--- src/rtl/autokey_vigenere_cipher_unit_assert.svh ---
// Assertion helpers for the cipher unit: clocked on clk, off while arst_n is low.
`ifndef AUTOKEY_VIGENERE_CIPHER_UNIT_ASSERT_SVH
`define AUTOKEY_VIGENERE_CIPHER_UNIT_ASSERT_SVH

// Consequent must hold in the same cycle as the antecedent.
`define AKV_ASSERT_NOW(name, ante, cons) \
	name: assert property (@(posedge clk) disable iff (!arst_n) (ante) |-> (cons)) \
		else $error("%m: same-cycle check failed");

// Consequent must hold in the cycle after the antecedent.
`define AKV_ASSERT_NEXT(name, ante, cons) \
	name: assert property (@(posedge clk) disable iff (!arst_n) (ante) |=> (cons)) \
		else $error("%m: next-cycle check failed");

`endif

--- src/rtl/akv_pkg.sv ---
`timescale 1ns / 1ps

package akv_pkg;

	typedef enum logic [1:0] {
		OP_CLEAR   = 2'd0,
		OP_LOAD    = 2'd1,
		OP_ENCRYPT = 2'd2,
		OP_DECRYPT = 2'd3
	} op_t;

	localparam logic [1:0] SEL_LATIN    = 2'd0;
	localparam logic [1:0] SEL_CYRILLIC = 2'd1;

	localparam logic [6:0] LAT_BASE = 7'd74;
	localparam logic [6:0] LAT_LEN  = 7'd52;
	localparam logic [6:0] CYR_LEN  = 7'd74;
	localparam logic [6:0] ALL_LEN  = 7'd126;

	// Cyrillic lower, Cyrillic upper, Latin lower, Latin upper
	localparam logic [7:0] ALPHA_CODES [126] = '{
		8'hE0, 8'hE1, 8'hE2, 8'hE3, 8'hB4, 8'hE4, 8'hE5, 8'hB8, 8'hBA, 8'hE6, 8'hE7, 8'hE8,
		8'hB3, 8'hBF, 8'hE9, 8'hEA, 8'hEB, 8'hEC, 8'hED, 8'hEE, 8'hEF, 8'hF0, 8'hF1, 8'hF2,
		8'hF3, 8'hF4, 8'hF5, 8'hF6, 8'hF7, 8'hF8, 8'hF9, 8'hFA, 8'hFB, 8'hFC, 8'hFD, 8'hFE,
		8'hFF,
		8'hC0, 8'hC1, 8'hC2, 8'hC3, 8'hA5, 8'hC4, 8'hC5, 8'hA8, 8'hAA, 8'hC6, 8'hC7, 8'hC8,
		8'hB2, 8'hAF, 8'hC9, 8'hCA, 8'hCB, 8'hCC, 8'hCD, 8'hCE, 8'hCF, 8'hD0, 8'hD1, 8'hD2,
		8'hD3, 8'hD4, 8'hD5, 8'hD6, 8'hD7, 8'hD8, 8'hD9, 8'hDA, 8'hDB, 8'hDC, 8'hDD, 8'hDE,
		8'hDF,
		8'h61, 8'h62, 8'h63, 8'h64, 8'h65, 8'h66, 8'h67, 8'h68, 8'h69, 8'h6A, 8'h6B, 8'h6C,
		8'h6D, 8'h6E, 8'h6F, 8'h70, 8'h71, 8'h72, 8'h73, 8'h74, 8'h75, 8'h76, 8'h77, 8'h78,
		8'h79, 8'h7A,
		8'h41, 8'h42, 8'h43, 8'h44, 8'h45, 8'h46, 8'h47, 8'h48, 8'h49, 8'h4A, 8'h4B, 8'h4C,
		8'h4D, 8'h4E, 8'h4F, 8'h50, 8'h51, 8'h52, 8'h53, 8'h54, 8'h55, 8'h56, 8'h57, 8'h58,
		8'h59, 8'h5A
	};

	typedef struct packed {
		logic       hit;
		logic [6:0] idx;
	} lookup_t;

	typedef struct packed {
		logic [7:0] out_char;
		logic       status;
	} result_t;

	// Position of a byte in the full 126-letter table.
	function automatic lookup_t char_index(input logic [7:0] c);
		lookup_t    r;
		logic [7:0] off;
		logic [7:0] pos;
		logic [7:0] up;
		r   = '0;
		off = 8'd0;
		pos = 8'd0;
		up  = 8'd0;
		if (c >= 8'hC0) begin
			up  = (c >= 8'hE0) ? 8'd0 : 8'd37;
			off = {3'b000, c[4:0]};
			if (off <= 8'd3) begin
				pos = off;
			end else if (off <= 8'd5) begin
				pos = off + 8'd1;
			end else if (off <= 8'd8) begin
				pos = off + 8'd3;
			end else begin
				pos = off + 8'd5;
			end
			r.hit = 1'b1;
			r.idx = 7'(pos + up);
		end else if (c >= 8'h61 && c <= 8'h7A) begin
			r.hit = 1'b1;
			r.idx = 7'(c - 8'h61 + 8'd74);
		end else if (c >= 8'h41 && c <= 8'h5A) begin
			r.hit = 1'b1;
			r.idx = 7'(c - 8'h41 + 8'd100);
		end else begin
			case (c)
				8'hB4: begin r.hit = 1'b1; r.idx = 7'd4;  end
				8'hB8: begin r.hit = 1'b1; r.idx = 7'd7;  end
				8'hBA: begin r.hit = 1'b1; r.idx = 7'd8;  end
				8'hB3: begin r.hit = 1'b1; r.idx = 7'd12; end
				8'hBF: begin r.hit = 1'b1; r.idx = 7'd13; end
				8'hA5: begin r.hit = 1'b1; r.idx = 7'd41; end
				8'hA8: begin r.hit = 1'b1; r.idx = 7'd44; end
				8'hAA: begin r.hit = 1'b1; r.idx = 7'd45; end
				8'hB2: begin r.hit = 1'b1; r.idx = 7'd49; end
				8'hAF: begin r.hit = 1'b1; r.idx = 7'd50; end
				default: r = '0;
			endcase
		end
		return r;
	endfunction

endpackage

--- src/rtl/akv_key_store.sv ---
`timescale 1ns / 1ps

module akv_key_store import akv_pkg::*; #(
	parameter int KEY_DEPTH = 64,
	parameter int ADDR_W    = 6
) (
	input  logic              clk,
	input  logic              arst_n,
	input  logic              rd_en,
	input  logic [ADDR_W-1:0] rd_addr,
	input  logic              wr_en,
	input  logic [ADDR_W-1:0] wr_addr,
	input  logic [6:0]        wr_data,
	output logic [6:0]        rd_data
);

	logic [6:0] mem_q [KEY_DEPTH];
	logic [6:0] rd_q;
	logic       fwd_hit_q;
	logic [6:0] fwd_data_q;

	always_ff @(posedge clk) begin
		if (wr_en) begin
			mem_q[wr_addr] <= wr_data;
		end
		if (rd_en) begin
			rd_q <= mem_q[rd_addr];
		end
		fwd_data_q <= wr_data;
	end

	// A write landing on the same edge as the read leaves the array stale: bypass it.
	always_ff @(posedge clk or negedge arst_n) begin
		if (!arst_n) begin
			fwd_hit_q <= 1'b0;
		end else if (rd_en) begin
			fwd_hit_q <= wr_en && (wr_addr == rd_addr);
		end
	end

	assign rd_data = fwd_hit_q ? fwd_data_q : rd_q;

endmodule

--- src/rtl/akv_out_fifo.sv ---
`timescale 1ns / 1ps

module akv_out_fifo import akv_pkg::*; (
	input  logic       clk,
	input  logic       arst_n,
	input  logic       push,
	input  result_t    push_data,
	input  logic       pop,
	output logic       valid,
	output result_t    head,
	output logic [1:0] occ
);

	result_t    ent_q [2];
	logic       wr_ptr_q;
	logic       rd_ptr_q;
	logic [1:0] occ_q;
	logic       pop_fire;

	assign valid    = (occ_q != 2'd0);
	assign pop_fire = pop && valid;
	assign head     = ent_q[rd_ptr_q];
	assign occ      = occ_q;

	always_ff @(posedge clk) begin
		if (push) begin
			ent_q[wr_ptr_q] <= push_data;
		end
	end

	always_ff @(posedge clk or negedge arst_n) begin
		if (!arst_n) begin
			wr_ptr_q <= 1'b0;
			rd_ptr_q <= 1'b0;
			occ_q    <= 2'd0;
		end else begin
			if (push) begin
				wr_ptr_q <= ~wr_ptr_q;
			end
			if (pop_fire) begin
				rd_ptr_q <= ~rd_ptr_q;
			end
			occ_q <= occ_q + {1'b0, push} - {1'b0, pop_fire};
		end
	end

endmodule

--- src/rtl/autokey_vigenere_cipher_unit.sv ---
// Autokey Vigenere cipher unit.
// Input channel (in_valid/in_ready) carries an operation and a byte: clear key,
// load a key byte, encrypt or decrypt. Output channel (out_valid/out_ready)
// carries out_char and status; status 1 means the key store was empty and the
// byte passed unchanged. Clears, loads and bytes outside the current alphabet
// give no result beat.
// Throughput: one input beat per cycle, sustained, while the receiver takes
// results. A result passes through the key memory's registered read, then one
// stage of modular add/subtract, code lookup and key write-back, and is
// registered into the output buffer before it is offered; a write-back that
// meets a read of the same entry is forwarded.
// A two-entry output buffer lets input beats continue while a result waits; when the
// receiver stalls with the buffer full, or with one entry and a result in stage 1, in_ready drops.
// Reset: key store empty, pointers zero, Latin alphabet selected. The key
// memory needs no clearing pass. cfg_we/cfg_wdata write the alphabet selector;
// write it only while the block is idle.
`timescale 1ns / 1ps
`include "autokey_vigenere_cipher_unit_assert.svh"

module autokey_vigenere_cipher_unit import akv_pkg::*; #(
	parameter int KEY_DEPTH = 64
) (
	input  logic       clk,
	input  logic       arst_n,
	input  logic       cfg_we,
	input  logic [1:0] cfg_wdata,
	input  logic       in_valid,
	output logic       in_ready,
	input  logic [1:0] operation,
	input  logic [7:0] in_char,
	output logic       out_valid,
	input  logic       out_ready,
	output logic [7:0] out_char,
	output logic       status
);

	localparam int ADDR_W = (KEY_DEPTH > 1) ? $clog2(KEY_DEPTH) : 1;
	localparam int CNT_W  = $clog2(KEY_DEPTH + 1);
	localparam logic [ADDR_W-1:0] LAST_ADDR = ADDR_W'(KEY_DEPTH - 1);
	localparam logic [CNT_W-1:0]  FULL_CNT  = CNT_W'(KEY_DEPTH);

	logic [1:0]        alphabet_select_q;
	logic [ADDR_W-1:0] head_q;
	logic [ADDR_W-1:0] tail_q;
	logic [CNT_W-1:0]  key_count_q;

	op_t        op_in;
	lookup_t    look;
	logic       hit_s0;
	logic [6:0] widx_s0;
	logic [6:0] len;
	logic [6:0] base;
	logic       in_fire;
	logic       out_fire;
	logic       is_keyop;
	logic       has_key;
	logic       rd_en;
	logic       load_ok;
	logic       nokey_s0;

	logic              wr_s1;
	logic              keyop_s1;
	logic              nokey_s1;
	logic              dec_s1;
	logic [6:0]        idx_s1;
	logic [7:0]        ch_s1;
	logic [ADDR_W-1:0] wr_addr_s1;

	logic [6:0] key_raw;
	logic [7:0] len8;
	logic [7:0] key8;
	logic [7:0] kred;
	logic [7:0] idx8;
	logic [7:0] sum;
	logic [7:0] enc_res;
	logic [7:0] dec_res;
	logic [6:0] res7;
	logic [6:0] plain7;
	logic [6:0] wr_data;
	logic [6:0] code_idx;
	logic       push_s1;
	result_t    push_data;
	result_t    head_res;
	logic [1:0] occ;

	function automatic logic [ADDR_W-1:0] wrap_inc(input logic [ADDR_W-1:0] p);
		return (p == LAST_ADDR) ? '0 : p + 1'b1;
	endfunction

	// Alphabet window
	always_comb begin
		case (alphabet_select_q)
			SEL_LATIN: begin
				len  = LAT_LEN;
				base = LAT_BASE;
			end
			SEL_CYRILLIC: begin
				len  = CYR_LEN;
				base = 7'd0;
			end
			default: begin
				len  = ALL_LEN;
				base = 7'd0;
			end
		endcase
	end

	assign op_in = op_t'(operation);
	assign look  = char_index(in_char);

	always_comb begin
		case (alphabet_select_q)
			SEL_LATIN: begin
				hit_s0  = look.hit && (look.idx >= LAT_BASE);
				widx_s0 = look.idx - LAT_BASE;
			end
			SEL_CYRILLIC: begin
				hit_s0  = look.hit && (look.idx < CYR_LEN);
				widx_s0 = look.idx;
			end
			default: begin
				hit_s0  = look.hit;
				widx_s0 = look.idx;
			end
		endcase
	end

	assign out_fire = out_valid && out_ready;
	assign in_ready = ((occ + {1'b0, push_s1}) <= 2'd1) || out_fire;
	assign in_fire  = in_valid && in_ready;
	assign is_keyop = (op_in == OP_ENCRYPT) || (op_in == OP_DECRYPT);
	assign has_key  = (key_count_q != '0);
	assign rd_en    = in_fire && is_keyop && hit_s0 && has_key;
	assign nokey_s0 = in_fire && is_keyop && hit_s0 && !has_key;
	assign load_ok  = in_fire && (op_in == OP_LOAD) && hit_s0 && (key_count_q != FULL_CNT);

	always_ff @(posedge clk or negedge arst_n) begin
		if (!arst_n) begin
			alphabet_select_q <= SEL_LATIN;
		end else if (cfg_we) begin
			alphabet_select_q <= cfg_wdata;
		end
	end

	// Pointers move at acceptance; the key values are written in the following cycle.
	always_ff @(posedge clk or negedge arst_n) begin
		if (!arst_n) begin
			head_q      <= '0;
			tail_q      <= '0;
			key_count_q <= '0;
		end else if (in_fire) begin
			unique case (op_in)
				OP_CLEAR: begin
					head_q      <= '0;
					tail_q      <= '0;
					key_count_q <= '0;
				end
				OP_LOAD: begin
					if (load_ok) begin
						tail_q      <= wrap_inc(tail_q);
						key_count_q <= key_count_q + 1'b1;
					end
				end
				OP_ENCRYPT, OP_DECRYPT: begin
					// pop and push together: count holds
					if (rd_en) begin
						head_q <= wrap_inc(head_q);
						tail_q <= wrap_inc(tail_q);
					end
				end
				default: begin
					head_q <= head_q;
				end
			endcase
		end
	end

	always_ff @(posedge clk or negedge arst_n) begin
		if (!arst_n) begin
			wr_s1    <= 1'b0;
			keyop_s1 <= 1'b0;
			nokey_s1 <= 1'b0;
		end else begin
			wr_s1    <= load_ok || rd_en;
			keyop_s1 <= rd_en;
			nokey_s1 <= nokey_s0;
		end
	end

	always_ff @(posedge clk) begin
		dec_s1     <= (op_in == OP_DECRYPT);
		idx_s1     <= widx_s0;
		ch_s1      <= in_char;
		wr_addr_s1 <= tail_q;
	end

	akv_key_store #(
		.KEY_DEPTH (KEY_DEPTH),
		.ADDR_W    (ADDR_W)
	) u_key_store (
		.clk     (clk),
		.arst_n  (arst_n),
		.rd_en   (rd_en),
		.rd_addr (head_q),
		.wr_en   (wr_s1),
		.wr_addr (wr_addr_s1),
		.wr_data (wr_data),
		.rd_data (key_raw)
	);

	// Stage 1: reduce the key to the current alphabet, then add or subtract
	always_comb begin
		len8 = {1'b0, len};
		key8 = {1'b0, key_raw};
		idx8 = {1'b0, idx_s1};
		if (key8 >= {len, 1'b0}) begin
			kred = key8 - {len, 1'b0};
		end else if (key8 >= len8) begin
			kred = key8 - len8;
		end else begin
			kred = key8;
		end
		sum     = idx8 + kred;
		enc_res = (sum >= len8) ? sum - len8 : sum;
		dec_res = (idx8 >= kred) ? idx8 - kred : idx8 + len8 - kred;
		res7    = dec_s1 ? dec_res[6:0] : enc_res[6:0];
		plain7  = dec_s1 ? res7 : idx_s1;
		wr_data = keyop_s1 ? plain7 : idx_s1;
	end

	assign code_idx = base + res7;
	assign push_s1  = keyop_s1 || nokey_s1;

	always_comb begin
		push_data.status   = nokey_s1;
		push_data.out_char = nokey_s1 ? ch_s1 : ALPHA_CODES[code_idx];
	end

	akv_out_fifo u_out_fifo (
		.clk       (clk),
		.arst_n    (arst_n),
		.push      (push_s1),
		.push_data (push_data),
		.pop       (out_ready),
		.valid     (out_valid),
		.head      (head_res),
		.occ       (occ)
	);

	assign out_char = head_res.out_char;
	assign status   = head_res.status;

	`AKV_ASSERT_NEXT(a_clear_empties, in_fire && op_in == OP_CLEAR, key_count_q == '0 && head_q == '0)
	`AKV_ASSERT_NEXT(a_keyop_keeps_count, rd_en, key_count_q == $past(key_count_q))
	`AKV_ASSERT_NOW(a_out_room, push_s1, occ != 2'd2 || out_fire)

endmodule

--- config.mk ---
export PLATFORM = sky130hd
export DESIGN_NAME = autokey_vigenere_cipher_unit
export DESIGN_NICKNAME = d
export VERILOG_FILES = /design/src/rtl/akv_pkg.sv /design/src/rtl/akv_key_store.sv /design/src/rtl/akv_out_fifo.sv /design/src/rtl/autokey_vigenere_cipher_unit.sv
export VERILOG_INCLUDE_DIRS = /design/src /design/src/rtl
export SDC_FILE = /design/constraint.sdc
export NUM_CORES = 1
export LEC_CHECK = 0
export ABC_AREA = 0
export ABC_CLOCK_PERIOD_IN_PS = 14900
export BUFFER_PORTS_ARGS = -buffer_cell sky130_fd_sc_hd__buf_4
export CORE_ASPECT_RATIO = 1.75
export CORE_MARGIN = 4
export CORE_UTILIZATION = 50
export DETAILED_ROUTE_END_ITERATION = 6
export HOLD_SLACK_MARGIN = 0.03
export MAX_ROUTING_LAYER = met4
export PLACE_DENSITY = 0.66
export SETUP_SLACK_MARGIN = 0.05
export SKIP_LAST_GASP = 1
export SLEW_MARGIN = 10
export SYNTH_ARGS = -nofsm -noshare
export SYNTH_HDL_FRONTEND = slang
export SYNTH_HIERARCHICAL = 1
export SYNTH_SLANG_ARGS = --single-unit
--- constraint.sdc ---
create_clock -name clk -period 14.9 [get_ports clk]
set_input_delay 2.98 -clock clk [delete_from_list [all_inputs] [get_ports clk]]
set_output_delay 2.98 -clock clk [all_outputs]
set_load 0.03 [all_outputs]
==> impl_metrics.csv <==
group,metric,value,unit
status,status,"complete, no violations",
worst_setup_path,rr_startpoint,"alphabet_select_q[1]",
global_route,grt-ovfl-total,0,
synthesis,yosysMostFrequentCell,"edfxtp_1",
cts,cts_resized,0,
route,first_pass_iters,7,
sta,setup-tns-final,0,ns
cts,clockBufferDepth,3,
pwr,total_power,5.32,mW
worst_setup_path,worstSetupEndpointType,"flip-flop",
worst_setup_path,crit_path_max_incr_delay,0.75,ns
worst_setup_path,cp_num_buf_inv,3,
cts,cts_made_buffers,47,
worst_setup_path,path_depth,33,
pwr,seqPwrFrac,0.354,
worst_setup_path,cp.required,15.21,ns
synthesis,yosysSeqAreaShare,0.607,
layout,multiInputGateArea,9270,um^2
global_route,antenna_found_initial,0,
sta,finalMaxSlewViolations,0,
die,rows,109,
cts,path_clk_slew,0.08,ns
pwr,p_int,3.31,mW
synthesis,yosysUniqueCellTypes,115,
synthesis,syn_area,25600,um^2
route,drc,0,
hold_path,hold_end,"wr_addr_s1[1]",
layout,fillers,4075,
sta,setup_viol,0,
cts,hold_buffers,0,
place,place_congestion,0.928,
place,dp_hpwl,42.1,mm
cts,cts.sinks,531,
worst_setup_path,critPathLaunchType,"flip-flop",
synthesis,synthDominantCellAreaShare,0.556,
synthesis,ys_async_sr_fraction,0.0546,
cts,cts-root-buf,"clkbuf_16",
hold_path,hold-path-cell-count,0,
layout,fin_cells,2463,
pwr,pwr-share-comb,0.427,
layout,synthToLayoutAreaGrowth,8.11,%
worst_setup_path,worstPathArrival,8.65,ns
worst_setup_path,slowest_stage,"ha_1",
synthesis,ys_warn_count,6,
pwr,p_leak,9.16,nW
sta,max_freq,120,MHz
layout,layout-drive-gt1-share,0.164,
route,vias,15200,
worst_setup_path,r2r_end,"u_out_fifo/ent_q[1][3]",
die,die_w,179,um
sta,rsz0062_at_grt,"false",
global_route,grt_pass1_wl,93.9,mm
hold_path,hp-start,"tail_q[1]",
synthesis,synth_common_cells,"473 x edfxtp_1, 155 x nor2_1, 96 x nand2_1",
layout,stdcell_area,27600,um^2
pwr,power.switching,2.01,mW
sta,max_slew_margin,0.242,
worst_setup_path,critical_path_class,"reg -> reg",
route,wl,61.8,mm
synthesis,synth_edf_count,473,
worst_setup_path,cpMostUsedCell,"ha_1",
place,pre_cts_ws,6.59,ns
hold_path,hold_class,"reg -> reg",
place,io_buffers,27,
sta,finalCriticalPeriod,8.35,ns
layout,nNetsFinal,1847,
sta,fin_crit_sh,0.560,
die,initial_utilization,0.505,
synthesis,synth_area_per_cell,14.5,um^2
pwr,power_frac_clock,0.218,
route,wl_per_cell,25.1,um
place,place_area,26200,um^2
place,placedCellCount,2377,
pwr,ir_drop,133,uV
job,max-cap-violations,0,
die,die_area,55000,um^2
worst_setup_path,critPathMaxFanout,23,
synthesis,syn_inst,1764,
cts,cts_max_level,2,
global_route,grt_max_degree,66,
cts,cts_setup_buffers,0,
sta,tightestPinTransition,1.13,ns
die,die_h,307,um
die,design.core.area,50600,um^2
route,postRouteAntennaNets,0,
cts,clk_latency,0.57,ns
synthesis,synth_top_cell_by_area,"edfxtp_1",
sta,setup_slack,6.55,ns
layout,seqCellArea,15500,um^2
synthesis,synth.area.top_cells,"edfxtp_1 56%, mux4_2 8.3%, ha_1 3.1%, dfrtp_1 2.8%, nor2_1 2.3%",
worst_setup_path,reg2reg_depth,33,
layout,diodes,0,
worst_setup_path,crit_family,"adder cells",
worst_setup_path,r2r_slack,6.55,ns
route,first_iter_violations,1284,
pwr,p_sw_frac,0.379,
pwr,p_per_area,192,nW/um^2
sta,hold_viol,0,
sta,fin_skew,0.0142,ns
synthesis,synth_nets,1851,
global_route,grt_pass1_vias,15500,
synthesis,synth_seq_cells,531,
cts,cts_tree,"done",
global_route,grt_use_total,0.232,
synthesis,synth_flop_cell,"edfxtp_1",
die,io_pins,28,
route,viasPerCell,6.17,
placed cells by master (no fill, tap or decap), types with 8 or more instances in the layout:
| cell | synthesis | layout |
|---|---|---|
| nor2_1 | 155 | 155 |
| edfxtp_1 | 473 | 473 |
| clkinv_1 | 2 | 19 |
| a21o_1 | 11 | 11 |
| or3_1 | 15 | 15 |
| nor3_1 | 16 | 16 |
| nand2_1 | 96 | 96 |
| mux2_4 | 9 | 9 |
| mux4_1 | 15 | 15 |
| a311oi_1 | 8 | 8 |
| o21ai_0 | 69 | 64 |
| buf_4 | 6 | 47 |
| a21oi_1 | 47 | 47 |
| inv_1 | 53 | 53 |
| clkbuf_16 | 0 | 48 |
| ha_1 | 63 | 63 |
| and2_1 | 8 | 8 |
| nand4_1 | 14 | 14 |
| xnor2_1 | 49 | 49 |
| mux2i_1 | 25 | 25 |
| dfxtp_1 | 29 | 29 |
| o211ai_1 | 14 | 14 |
| mux4_2 | 94 | 94 |
| nand2b_1 | 29 | 29 |
| o22ai_1 | 13 | 13 |
| nor2b_1 | 27 | 27 |
| a31oi_1 | 15 | 15 |
| mux2_2 | 24 | 24 |
| a211oi_1 | 23 | 23 |
| o31ai_1 | 8 | 8 |
| nand3_1 | 38 | 38 |
| and3_1 | 8 | 8 |
| xor2_1 | 19 | 19 |
| dfrtp_1 | 29 | 25 |
worst max-delay path by stage:
| stage | from | endpoint | slack [ns] |
|---|---|---|---|
| floorplan | in_char[0] | head_q[5] | 7.69 |
| CTS | alphabet_select_q[1] | u_out_fifo/ent_q[1][3] | 6.59 |
| detailed placement | alphabet_select_q[1] | u_out_fifo/ent_q[1][3] | 6.59 |
| global route | alphabet_select_q[1] | u_out_fifo/ent_q[1][3] | 5.78 |
| finish | alphabet_select_q[1] | u_out_fifo/ent_q[1][3] | 6.55 |
| global placement | alphabet_select_q[1] | u_out_fifo/ent_q[0][3] | 6.65 |
routing by layer:
metal	up-vias	track usage	part of all wire
met5	-	-	0
li1	6825	-	-
met2	476	0.430	0.57
met3	155	0.0229	0.041
met1	7736	0.247	0.34
met4	0	0.102	0.051
per-stage QoR:
stage,hold WS [ns],utilization
6_report,0.438,0.546
5_1_grt,0.448,0.546
4_1_cts,0.436,0.546
3_5_place_dp,0.416,0.518
3_3_place_gp,0.415,0.518
2_1_floorplan,0.384,-
worst register-to-register path, delay by kind of cell, from the launching register on:
kind / cells / cell delay (ns)
buffers and inverters: 3 / 0.79
AOI/OAI and AO/OA: 11 / 2.03
muxes: 2 / 0.23
adders and majority gates: 6 / 2.43
and+or+nand+nor: 10 / 1.86
xor gates and xnor gates: 1 / 0.09
DFF: 1 / 0.69
power groups by stage:
| stage | clock network, mW | logic (mW) | registers, mW |
|---|---|---|---|
| finish | 1.16 | 2.27 | 1.89 |
| global route | 1.25 | 2.45 | 1.90 |
| CTS | 1.19 | 2.27 | 1.89 |
| detailed placement | 0 | 2.25 | 1.92 |
| global placement | 0 | 2.27 | 1.92 |
| floorplan | 0 | 1.77 | 1.85 |
state kept, by name (all words and copies together), names as in the netlist, 2 cells and up:
name,cells
u_key_store/mem_q,448
u_out_fifo/ent_q,18
ch_s1,8
idx_s1,7
key_count_q,7
u_key_store/fwd_data_q,7
u_key_store/rd_q,7
head_q,6
tail_q,6
wr_addr_s1,6
alphabet_select_q,2
u_out_fifo/occ,2
logic make-up (layout without fill, tap and decap cells):
| logic type | after synthesis | count (layout) | synth area share |
|---|---|---|---|
| buffers and inverters | 157 | 190 | 0.0332 |
| muxes | 168 | 168 | 0.124 |
| AOI/OAI and AO/OA | 303 | 303 | 0.0834 |
| adders and majority gates | 70 | 70 | 0.0363 |
| and+or+nand+nor | 463 | 463 | 0.0898 |
| DFF | 531 | 531 | 0.607 |
| xor gates and xnor gates | 72 | 72 | 0.0263 |
layout make-up:
type                       count  area share
tap                          666      0.0301
clock inverter                32     0.00806
inverter                      57     0.00774
clock buffer                  54      0.0446
timing repair buffer          47      0.0128
multi-input combinational   1076       0.335
sequential                   531       0.561
(Power assumes the default switching activity.)
